$ cat src/hdl/cnrc_pkg.sv
// ----------------------------------------------------------------------------
// cnrc_pkg: shared types and constants for the nearest reference classifier
// Holds the word formats, the scan sequencer states and the power-up
// reference colors.
// ----------------------------------------------------------------------------
package cnrc_pkg;

  // Table geometry and channel width.
  localparam int NumColors  = 9;
  localparam int SampleBits = 10;
  localparam int IdxW       = (NumColors > 1) ? $clog2(NumColors) : 1;
  localparam int SqW        = 2 * SampleBits;
  localparam int SumW       = SqW + 2;
  localparam int DistW      = 22;
  localparam int EntryW     = 4 * SampleBits;

  localparam logic [DistW-1:0] DistMax = {DistW{1'b1}};

  // Command codes.
  localparam logic CmdClassify = 1'b0;
  localparam logic CmdCorrect  = 1'b1;

  // One reference entry.
  typedef struct packed {
    logic [SampleBits-1:0] red;
    logic [SampleBits-1:0] green;
    logic [SampleBits-1:0] blue;
    logic [SampleBits-1:0] clear;
  } entry_t;

  // Input word.
  typedef struct packed {
    logic                  cmd;
    logic [SampleBits-1:0] sample_red;
    logic [SampleBits-1:0] sample_green;
    logic [SampleBits-1:0] sample_blue;
    logic [SampleBits-1:0] sample_clear;
    logic [3:0]            color_index;
  } in_word_t;

  // Result word.
  typedef struct packed {
    logic [3:0]       nearest_color;
    logic [DistW-1:0] min_distance;
  } out_word_t;

  // Sequencer states.
  typedef enum logic [2:0] {
    ST_IDLE,
    ST_SCAN,
    ST_DRAIN,
    ST_OUT,
    ST_CORR
  } cnrc_state_e;

  // Power-up reference colors: none, red, orange, yellow, green, blue,
  // violet, pink, brown. Further slots start at zero.
  function automatic entry_t reset_entry(input logic [3:0] idx);
    entry_t e;
    e = '0;
    case (idx)
      4'd0:    e = '{red: SampleBits'(80),  green: SampleBits'(80),
                     blue: SampleBits'(60),  clear: SampleBits'(90)};
      4'd1:    e = '{red: SampleBits'(348), green: SampleBits'(127),
                     blue: SampleBits'(81),  clear: SampleBits'(241)};
      4'd2:    e = '{red: SampleBits'(386), green: SampleBits'(165),
                     blue: SampleBits'(96),  clear: SampleBits'(279)};
      4'd3:    e = '{red: SampleBits'(406), green: SampleBits'(316),
                     blue: SampleBits'(147), clear: SampleBits'(373)};
      4'd4:    e = '{red: SampleBits'(257), green: SampleBits'(290),
                     blue: SampleBits'(143), clear: SampleBits'(294)};
      4'd5:    e = '{red: SampleBits'(245), green: SampleBits'(325),
                     blue: SampleBits'(282), clear: SampleBits'(353)};
      4'd6:    e = '{red: SampleBits'(209), green: SampleBits'(230),
                     blue: SampleBits'(228), clear: SampleBits'(283)};
      4'd7:    e = '{red: SampleBits'(296), green: SampleBits'(188),
                     blue: SampleBits'(182), clear: SampleBits'(285)};
      4'd8:    e = '{red: SampleBits'(219), green: SampleBits'(147),
                     blue: SampleBits'(109), clear: SampleBits'(203)};
      default: e = '0;
    endcase
    return e;
  endfunction

endpackage

$ cat src/hdl/cnrc_ram.sv
// ----------------------------------------------------------------------------
// cnrc_ram: generic single-port-write, single-port-read synchronous RAM
// One write and one read per cycle; read data is registered.
// ----------------------------------------------------------------------------
module cnrc_ram #(
  parameter int Width = 8,
  parameter int Depth = 16
) (
  input  logic                             clk_i,
  input  logic                             we_i,
  input  logic [$clog2(Depth)-1:0]         waddr_i,
  input  logic [Width-1:0]                 wdata_i,
  input  logic                             re_i,
  input  logic [$clog2(Depth)-1:0]         raddr_i,
  output logic [Width-1:0]                 rdata_o
);

  logic [Width-1:0] mem_q [Depth];
  logic [Width-1:0] rdata_q;

  // Write port.
  always_ff @(posedge clk_i) begin
    if (we_i) begin
      mem_q[waddr_i] <= wdata_i;
    end
  end

  // Registered read port.
  always_ff @(posedge clk_i) begin
    if (re_i) begin
      rdata_q <= mem_q[raddr_i];
    end
  end

  assign rdata_o = rdata_q;

endmodule

$ cat src/hdl/color_nearest_reference_classifier_unit.sv
// ----------------------------------------------------------------------------
// color_nearest_reference_classifier_unit: nearest reference color search
// Keeps a table of reference colors in a RAM and classifies sensor samples
// by the smallest squared RGB(+clear) distance; corrects entries in place.
// ----------------------------------------------------------------------------
// Usage:
//   Input channel (in_valid_i / in_stall_o / in_data_i) carries one word per
//   command. A classify word scans all NumColors entries and yields one result
//   word on the output channel (out_valid_o / out_stall_i / out_data_o). A
//   correct word blends the sample into the named entry, 7/8 old plus 1/8
//   new per channel, and yields no result; an index beyond the table is
//   dropped.
//   The scan reads one RAM entry per cycle through a three-stage path (RAM
//   read, per-channel squares, sum and compare) before the result is handed
//   to the output register; a correct reads the entry, then writes it back.
//   Items are processed one at a time; in_stall_o is high while an item is
//   in progress.
//   A finished result sits in the output register; the next item is taken
//   while it waits, and a following result holds until out_stall_i drops.
//   The config channel (cfg_valid_i / cfg_ready_o / cfg_data_i) sets the
//   clear-channel enable and is always ready.
//   Reset clears all control state and per-entry valid bits, so every entry
//   reads as its power-up reference color until first corrected. No clearing
//   pass is needed.
// ----------------------------------------------------------------------------
module color_nearest_reference_classifier_unit (
  input  logic               clk_i,
  input  logic               rst_ni,
  input  logic               in_valid_i,
  output logic               in_stall_o,
  input  cnrc_pkg::in_word_t in_data_i,
  output logic               out_valid_o,
  input  logic               out_stall_i,
  output cnrc_pkg::out_word_t out_data_o,
  input  logic               cfg_valid_i,
  output logic               cfg_ready_o,
  input  logic               cfg_data_i
);

  import cnrc_pkg::*;

  localparam logic [IdxW-1:0] LastIdx = IdxW'(NumColors - 1);

  cnrc_state_e        state_q, state_d;
  logic [IdxW-1:0]    scan_cnt_q, scan_cnt_d;
  in_word_t           smp_q;
  logic               use_clear_q;
  logic [NumColors-1:0] valid_q;

  // RAM port signals.
  logic               ram_re;
  logic [IdxW-1:0]    ram_raddr;
  logic               ram_we;
  logic [EntryW-1:0]  ram_rdata;
  entry_t             wr_entry;

  // Pipeline registers.
  logic               rd_vld_q;
  logic [IdxW-1:0]    rd_idx_q;
  logic               sq_vld_q;
  logic [IdxW-1:0]    sq_idx_q;
  logic [SqW-1:0]     sq_q [4];
  logic [SumW-1:0]    best_q;
  logic [IdxW-1:0]    best_idx_q;
  logic               scan_rd;
  logic               out_load;
  logic               out_valid_q;
  out_word_t          out_q;

  entry_t             cur_entry;
  logic [SampleBits-1:0] ref_ch [4];
  logic [SampleBits-1:0] smp_ch [4];
  logic [SampleBits-1:0] diff [4];
  logic [SqW-1:0]     sq_d [4];
  logic [SumW-1:0]    dist_sum;

  assign cfg_ready_o = 1'b1;
  assign in_stall_o  = (state_q != ST_IDLE);

  // Configuration register.
  always_ff @(posedge clk_i or negedge rst_ni) begin
    if (!rst_ni) begin
      use_clear_q <= 1'b0;
    end else if (cfg_valid_i && cfg_ready_o) begin
      use_clear_q <= cfg_data_i;
    end
  end

  // Reference table storage.
  cnrc_ram #(
    .Width (EntryW),
    .Depth (NumColors)
  ) u_table (
    .clk_i   (clk_i),
    .we_i    (ram_we),
    .waddr_i (rd_idx_q),
    .wdata_i (wr_entry),
    .re_i    (ram_re),
    .raddr_i (ram_raddr),
    .rdata_o (ram_rdata)
  );

  // Entries never written read as their power-up color.
  assign cur_entry = valid_q[rd_idx_q] ? entry_t'(ram_rdata) : reset_entry(4'(rd_idx_q));

  assign ref_ch[0] = cur_entry.red;
  assign ref_ch[1] = cur_entry.green;
  assign ref_ch[2] = cur_entry.blue;
  assign ref_ch[3] = cur_entry.clear;
  assign smp_ch[0] = smp_q.sample_red;
  assign smp_ch[1] = smp_q.sample_green;
  assign smp_ch[2] = smp_q.sample_blue;
  assign smp_ch[3] = smp_q.sample_clear;

  // Per-channel absolute difference and square.
  always_comb begin
    for (int c = 0; c < 4; c++) begin
      diff[c] = (ref_ch[c] > smp_ch[c]) ? (ref_ch[c] - smp_ch[c]) : (smp_ch[c] - ref_ch[c]);
      sq_d[c] = SqW'(diff[c]) * SqW'(diff[c]);
    end
    if (!use_clear_q) begin
      sq_d[3] = '0;
    end
  end

  // Correction blend: (7*old + new) >> 3 on each channel.
  always_comb begin
    logic [SampleBits+2:0] acc [4];
    for (int c = 0; c < 4; c++) begin
      acc[c] = ({ref_ch[c], 3'b000} - (SampleBits+3)'(ref_ch[c]))
             + (SampleBits+3)'(smp_ch[c]);
    end
    wr_entry.red   = acc[0][SampleBits+2:3];
    wr_entry.green = acc[1][SampleBits+2:3];
    wr_entry.blue  = acc[2][SampleBits+2:3];
    wr_entry.clear = acc[3][SampleBits+2:3];
  end

  assign ram_we = (state_q == ST_CORR);

  // Sequencer: next state, RAM read requests and result hand-off.
  always_comb begin
    state_d    = state_q;
    scan_cnt_d = scan_cnt_q;
    ram_re     = 1'b0;
    ram_raddr  = scan_cnt_q;
    scan_rd    = 1'b0;
    out_load   = 1'b0;
    case (state_q)
      ST_IDLE: begin
        if (in_valid_i) begin
          if (in_data_i.cmd == CmdClassify) begin
            ram_re     = 1'b1;
            ram_raddr  = '0;
            scan_rd    = 1'b1;
            scan_cnt_d = IdxW'(1);
            state_d    = ST_SCAN;
          end else if ({1'b0, in_data_i.color_index} < 5'(NumColors)) begin
            ram_re    = 1'b1;
            ram_raddr = IdxW'(in_data_i.color_index);
            state_d   = ST_CORR;
          end
        end
      end
      ST_SCAN: begin
        ram_re  = 1'b1;
        scan_rd = 1'b1;
        if (scan_cnt_q == LastIdx) begin
          state_d = ST_DRAIN;
        end else begin
          scan_cnt_d = scan_cnt_q + IdxW'(1);
        end
      end
      ST_DRAIN: begin
        if (sq_vld_q && (sq_idx_q == LastIdx)) begin
          state_d = ST_OUT;
        end
      end
      ST_OUT: begin
        if (!out_valid_q || !out_stall_i) begin
          out_load = 1'b1;
          state_d  = ST_IDLE;
        end
      end
      ST_CORR: begin
        state_d = ST_IDLE;
      end
      default: begin
        state_d = ST_IDLE;
      end
    endcase
  end

  always_ff @(posedge clk_i or negedge rst_ni) begin
    if (!rst_ni) begin
      state_q    <= ST_IDLE;
      scan_cnt_q <= '0;
    end else begin
      state_q    <= state_d;
      scan_cnt_q <= scan_cnt_d;
    end
  end

  // Accepted sample.
  always_ff @(posedge clk_i) begin
    if (in_valid_i && !in_stall_o) begin
      smp_q <= in_data_i;
    end
  end

  // Per-entry written flags.
  always_ff @(posedge clk_i or negedge rst_ni) begin
    if (!rst_ni) begin
      valid_q <= '0;
    end else if (ram_we) begin
      valid_q[rd_idx_q] <= 1'b1;
    end
  end

  // Pipeline control: read tag and square stage.
  always_ff @(posedge clk_i or negedge rst_ni) begin
    if (!rst_ni) begin
      rd_vld_q <= 1'b0;
      rd_idx_q <= '0;
      sq_vld_q <= 1'b0;
      sq_idx_q <= '0;
    end else begin
      rd_vld_q <= scan_rd;
      if (ram_re) begin
        rd_idx_q <= ram_raddr;
      end
      sq_vld_q <= rd_vld_q;
      sq_idx_q <= rd_idx_q;
    end
  end

  always_ff @(posedge clk_i) begin
    if (rd_vld_q) begin
      for (int c = 0; c < 4; c++) begin
        sq_q[c] <= sq_d[c];
      end
    end
  end

  // Sum and running minimum; entry zero always seeds the search.
  assign dist_sum = SumW'(sq_q[0]) + SumW'(sq_q[1]) + SumW'(sq_q[2]) + SumW'(sq_q[3]);

  always_ff @(posedge clk_i) begin
    if (sq_vld_q && ((sq_idx_q == '0) || (dist_sum < best_q))) begin
      best_q     <= dist_sum;
      best_idx_q <= sq_idx_q;
    end
  end

  // Output register.
  always_ff @(posedge clk_i or negedge rst_ni) begin
    if (!rst_ni) begin
      out_valid_q <= 1'b0;
    end else if (out_load) begin
      out_valid_q <= 1'b1;
    end else if (!out_stall_i) begin
      out_valid_q <= 1'b0;
    end
  end

  always_ff @(posedge clk_i) begin
    if (out_load) begin
      out_q.nearest_color <= 4'(best_idx_q);
      out_q.min_distance  <= (64'(best_q) > 64'(DistMax)) ? DistMax : DistW'(best_q);
    end
  end

  assign out_valid_o = out_valid_q;
  assign out_data_o  = out_q;

  // A new result appears only when the sequencer hands one off.
  a_out_from_seq : assert property (@(posedge clk_i) disable iff (!rst_ni)
    $rose(out_valid_q) |-> $past(state_q) == ST_OUT)
    else $error("result raised outside hand-off");

  // A correction write never overlaps a scan in flight.
  a_no_write_in_scan : assert property (@(posedge clk_i) disable iff (!rst_ni)
    ram_we |-> (!rd_vld_q && !sq_vld_q))
    else $error("table write during scan");

  // Scan reads stay inside the table.
  a_scan_in_range : assert property (@(posedge clk_i) disable iff (!rst_ni)
    rd_vld_q |-> ({1'b0, rd_idx_q} < (IdxW+1)'(NumColors)))
    else $error("scan index out of range");

endmodule

$ cat config.mk
export PLATFORM = sky130hd
export DESIGN_NAME = color_nearest_reference_classifier_unit
export DESIGN_NICKNAME = d
export VERILOG_FILES = /design/src/hdl/cnrc_pkg.sv /design/src/hdl/cnrc_ram.sv /design/src/hdl/color_nearest_reference_classifier_unit.sv
export SDC_FILE = /design/constraint.sdc
export NUM_CORES = 2
export LEC_CHECK = 0
export BUFFER_PORTS_ARGS = -buffer_cell sky130_fd_sc_hd__buf_2
export CORE_MARGIN = 1.5
export CORE_UTILIZATION = 53
export CTS_CLUSTER_SIZE = 30
export DETAILED_ROUTE_END_ITERATION = 7
export PLACE_DENSITY = 0.72
export SYNTH_ARGS = -nofsm -noshare
export SYNTH_HDL_FRONTEND = slang
export SYNTH_SLANG_ARGS = --single-unit
export TNS_END_PERCENT = 100
$ cat constraint.sdc
create_clock -name clk_i -period 10.1 [get_ports clk_i]
set_input_delay 2.02 -clock clk_i [delete_from_list [all_inputs] [get_ports clk_i]]
set_output_delay 2.02 -clock clk_i [all_outputs]
set_load 0.005 [all_outputs]
Word-level counts from Yosys, hierarchy flattened

Memories as Yosys holds them, arrays and structs flattened. A register that Yosys moved wholly into a read port is not among the register bits.
Index checks and enable logic that the tools add are counted.

Register bits after elaboration: 120
RAM bits: 440
ROM bits: 576
Input port bits: 51
Output and inout bits: 29
Word-level logic and storage cells: 122
Memories: 3

Add/subtract/negate cells: 20
Multiply operators: 4
$lt $le $gt $ge: 8
Eq/ne operators: 14
Multiplexer cells: 40
Bitwise operators: 1
Reductions and logical operators: 15

Memories:

| name            | words | width | read ports | clocked after memory_dff | write ports | line                                          | source |
|---|---|---|---|---|---|---|---|
| (no name shown) | 16    | 36    | 1          | 0                        | 0           | cnrc_pkg.sv:61                                | `case (idx)` |
| u_table.mem_q   | 9     | 40    | 1          | 1                        | 1           | cnrc_ram.sv:18                                | `logic [Width-1:0] mem_q [Depth];` |
| sq_q            | 4     | 20    | 4          | 0                        | 4           | color_nearest_reference_classifier_unit.sv:62 | `logic [SqW-1:0] sq_q [4];` |

Operators by type and width:

| operator                                                   | count |
|---|---|
| multiplier 10 x 10 -> 20 bit                               | 4 |
| subtractor 10 bit                                          | 8 |
| adder 13 x 10 -> 13 bit                                    | 4 |
| subtractor 13 x 10 -> 13 bit                               | 4 |
| greater-than comparator 10 bit                             | 4 |
| two-way mux 10 bit                                         | 4 |
| two-way mux 40 bit                                         | 1 |
| two-way mux 4 bit                                          | 7 |
| adder 21 x 20 -> 22 bit                                    | 1 |
| adder 22 x 20 -> 22 bit                                    | 1 |
| less-than comparator 22 bit                                | 1 |
| adder 20 x 20 -> 21 bit                                    | 1 |
| two-way mux 20 bit                                         | 1 |
| two-way mux 3 bit                                          | 6 |
| two-way mux 1 bit                                          | 15 |
| inequality test 2 bit, second input constant               | 6 |
| one-hot mux 3 bit (4 select lines)                         | 1 |
| bitwise OR 9 bit                                           | 1 |
| equality test 4 bit, second input constant                 | 2 |
| one-hot mux 4 bit (2 select lines)                         | 1 |
| equality test 3 x 2 -> 1 bit, second input constant        | 2 |
| less-than comparator 4 x 5 -> 1 bit, second input constant | 1 |
| AND reduction 5 bit                                        | 1 |
| adder 4 x 1 -> 4 bit, second input constant                | 1 |
| other kinds (17)                                           | 24 |

Longest topological paths before layout

Depth in word-level cells: 7
Mapped depth: 44
Gate-level depth less buffers: 41

Modules after synthesis

From an unflattened synthesis, not the netlist that was laid out.

Cells, all modules: 3495
Area, all modules: 41308.4 µm²

By module, submodules not included:

| module                                  | times used | cells an instance | area each (µm²) | seq. area each (µm²) |
|---|---|---|---|---|
| color_nearest_reference_classifier_unit | 1          | 2713              | 25992.4         | 5745.5 |
| cnrc_ram                                | 1          | 782               | 15315.9         | 12011.5 |

Least setup slack after synthesis

OpenSTA, ideal clock, no wires.

Kind: register to register
From: register rd_idx_q[1]
To: memory sq_q[2][19] (netlist name) (data pin)
Setup time: 0.258 ns
Data arrival time: 9.522 ns
Required time: 9.842 ns
Path slack: 0.321 ns
Cell stages (with the launch flop): 39
Buffers on the path: 4
Clock period less this slack: 9.779 ns
Path through: dfrtp_1 buf_2 mux4_2 nand2_1 a31oi_1 clkbuf_1 buf_1 mux2i_1 inv_1 ha_1 clkbuf_2 nand2_1 o21ai_1 a211oi_2 o21ai_4 mux2_2 or2_2 a21boi_0 [3 not listed] inv_1 fa_1 fa_1 fa_1 inv_1 fa_1 inv_1 fa_1 inv_1 ha_1 nand2_1 or2_2 o31ai_2 o41ai_4 o31ai_2 a311o_1 a21oi_2 xnor2_1

RTL lines:

| item                   | line                                           | source |
|---|---|---|
| start, declared        | color_nearest_reference_classifier_unit.sv:59  | `logic [IdxW-1:0] rd_idx_q;` |
| start signal, assigned | color_nearest_reference_classifier_unit.sv:230 | `rd_idx_q <= ram_raddr;` |
| end, declared          | color_nearest_reference_classifier_unit.sv:62  |  |

==> impl_metrics.ini <==
[outcome]
status = finished clean

[sta]
finalHoldViolCount = 0
finalSetupViolations = 0
finalCriticalPeriod_ns = 9.556
tightest_slew_ns = 1.114
slew_headroom = 0.2563
setup_slack_ns = 0.5440
max_clock_freq_mhz = 104.6
final.setup_skew_ns = 0.03233
drv_slew = 0
post-route-period-util = 0.9461

[yosys]
ys.flop_type = edfxtp_1
syn_inst = 3283
yosys_warnings = 0
synth_seq_cells = 596
synthTopCellsByArea = edfxtp_1 (42%), fa_1 (13%), ha_1 (11%)
synth_edf_count = 568
synth_area_per_cell_um2 = 12.27
syn_area_um2 = 40280
synthDistinctLibCells = 93
yosysSeqAreaShare = 0.4409
async_flop_share = 0.04698
yosys.area.top_type = edfxtp_1
synth_top_area_share = 0.4235

[global_routing]
use_met1 = 0.3127
antenna_found_initial = 0
grt_use_met2 = 0.3645
met3_usage = 0.03389
grt_pass1_vias = 25030
grt_pass1_wl_um = 136000
grt_max_degree = 78
grt.overflow.total = 0
top_usage_layer = met2
grt_usage = 0.2255

[setup_path]
critPathRequiredTime_ns = 10.58
crit_buf_inv = 5
r2r_cells = 36
worstSetupPathType = reg2reg
r2r_setup_slack_ns = 0.54
reg2reg_from = rd_idx_q[1]$_DFFE_PN0P_
crit_fanout = 30
crit_path_start = rd_idx_q[1]$_DFFE_PN0P_
cp_slowest_cell = fa_1
crit_path_frequent_cell = fa_1
cp-end-kind = flip-flop
startpoint_type = flip-flop
endpoint = sq_q[3][19]$_SDFFCE_PN0P_
worst_path_dominant_cell_family = adder cells
rr_endpoint = sq_q[3][19]$_SDFFCE_PN0P_
crit_cells = 36
slowest_delay_ns = 0.50
cp.arrival_ns = 10.03

[die]
rows = 100
die_h_um = 278.7
dieWidth_um = 278.7
core-area_um2 = 74820
start_util = 0.5383
die_area_um2 = 77660
io_pins = 80

[place]
dp_hpwl_um = 62920
pre_cts_slack_ns = 0.2442
globalplace.congestion = 0.9259
io_buffer_count = 78
placed_cell_area_um2 = 42260

[layout]
layout.nets = 4111
fillers = 5930
n_antenna_cell = 0
final_area_um2 = 44480
final_util = 0.5944
area_growth_pct = 10.42
final_layout_size_suffix_gt1_frac = 0.1306

[run]
cap_violations = 0

[cts]
clockRootBuffer = clkbuf_16
htree_levels = 2
post_cts_hold_buffer_count = 0
cts_tree = yes
cts.sinks = 596
cts_max_path_buffers = 3
clock_latency_ns = 0.66
numCtsBuffers = 59
clk_pin_slew_ns = 0.06

[worst_hold_path]
hold_path_class = reg2reg

[routing]
drt_iter0_markers = 1724
wirelength_um = 85960
detail-route-antenna-nets = 0
drc = 0
viasPerCell = 5.505
vias = 24510
dr.pass1.iters = 5
avgRoutedWirePerCell_um = 19.31
-- timing repair --
action                                  in CTS  in global routing
hold endpoints to repair                     0                  0
buffers inserted                             0                  3
gates resized for setup                      0                 28
endpoints found under the setup margin       0                 19
-- routing by layer --
layer / wire length [µm] / share of wire / vias to the layer above
li1: - / - / 11710
met1: 37780 / 0.44 / 11960
met2: 39970 / 0.46 / 683
met3: 5192 / 0.060 / 153
met4: 3031 / 0.035 / 0
met5: 0 / 0 / -
-- per-stage QoR --
stage / hold slack (ns) / TNS, ns / cells
detailed placement: 0.4081 / 0 / 4337
global placement: 0.4013 / 0 / 4337
floorplan: 0.3519 / 0 / 3285
finish: 0.4228 / 0 / 4452
CTS: 0.4224 / 0 / 4449
global route: 0.4318 / -0.01508 / 4452
-- registers in the layout, summed over array words and instances (netlist names) --
register         cells
u_table.mem_q      360
out_valid_o          1
rd_idx_q             4
sq_q                76
u_table.rdata_o     40
rd_vld_q             1
best_q              22
sq_vld_q             1
out_data_o          26
valid_q              9
use_clear_q          1
smp_ch              40
best_idx_q           4
state_q              3
scan_cnt_q           4
sq_idx_q             4
-- final cells by class --
type	count	area [µm²]	area share
Clock buffer	71	1613	0.03626
Timing Repair Buffer	159	1023	0.02301
Inverter	503	1888	0.04245
Tap cell	969	1212	0.02726
Multi-Input combinational cell	2113	20520	0.4615
Sequential cell	596	17760	0.3993
Clock inverter	41	455.4	0.01024
-- logic make-up (layout without fill, tap and decap cells) --
| family | after synthesis | after routing | synth area share |
|---|---|---|---|
| AO/OA/AOI/OAI | 468 | 468 | 0.07688 |
| XOR/XNOR | 159 | 159 | 0.03597 |
| adder cells (fa/ha/maj) | 628 | 628 | 0.2452 |
| buffers and inverters | 576 | 774 | 0.05495 |
| flip-flops | 596 | 596 | 0.4409 |
| multiplexers | 179 | 179 | 0.07098 |
| other | 2 | 4 | 0.0001865 |
| AND/OR/NAND/NOR | 675 | 675 | 0.07496 |
-- how the worst min path moves through the flow --
stage,from,to,slack (ns),cells past startpoint
CTS,best_idx_q[2]$_DFFE_PP_,out_data_o[24]$_DFFE_PP_,0.42,0
floorplan,rd_idx_q[3]$_DFFE_PN0P_,sq_idx_q[3]$_DFF_PN0_,0.35,0
global route,best_idx_q[2]$_DFFE_PP_,out_data_o[24]$_DFFE_PP_,0.43,0
finish,best_idx_q[2]$_DFFE_PP_,out_data_o[24]$_DFFE_PP_,0.42,0
detailed placement,best_idx_q[2]$_DFFE_PP_,out_data_o[24]$_DFFE_PP_,0.41,0
global placement,best_idx_q[3]$_DFFE_PP_,out_data_o[25]$_DFFE_PP_,0.40,0
-- cell usage after synthesis, drive strengths merged (60+ instances only) --
cell type	instances
a21oi	130
edfxtp	568
fa	269
ha	359
inv	496
mux2i	74
mux4	82
nand2	211
nor2	250
nor3	60
o21ai	108
xnor2	99
xor2	60
-- layout by cell type, fill, tap and decap left out, drive strengths merged, types with 82 or more instances in the layout --
| cell | instances |
|---|---|
| a21oi | 130 |
| buf | 159 |
| edfxtp | 568 |
| fa | 269 |
| ha | 359 |
| inv | 504 |
| mux4 | 82 |
| nand2 | 211 |
| nor2 | 250 |
| o21ai | 108 |
| xnor2 | 99 |
Power is left out: the tool's default activity adds up to more than one toggle a clock period on the data nets, which glitch-free logic cannot reach.
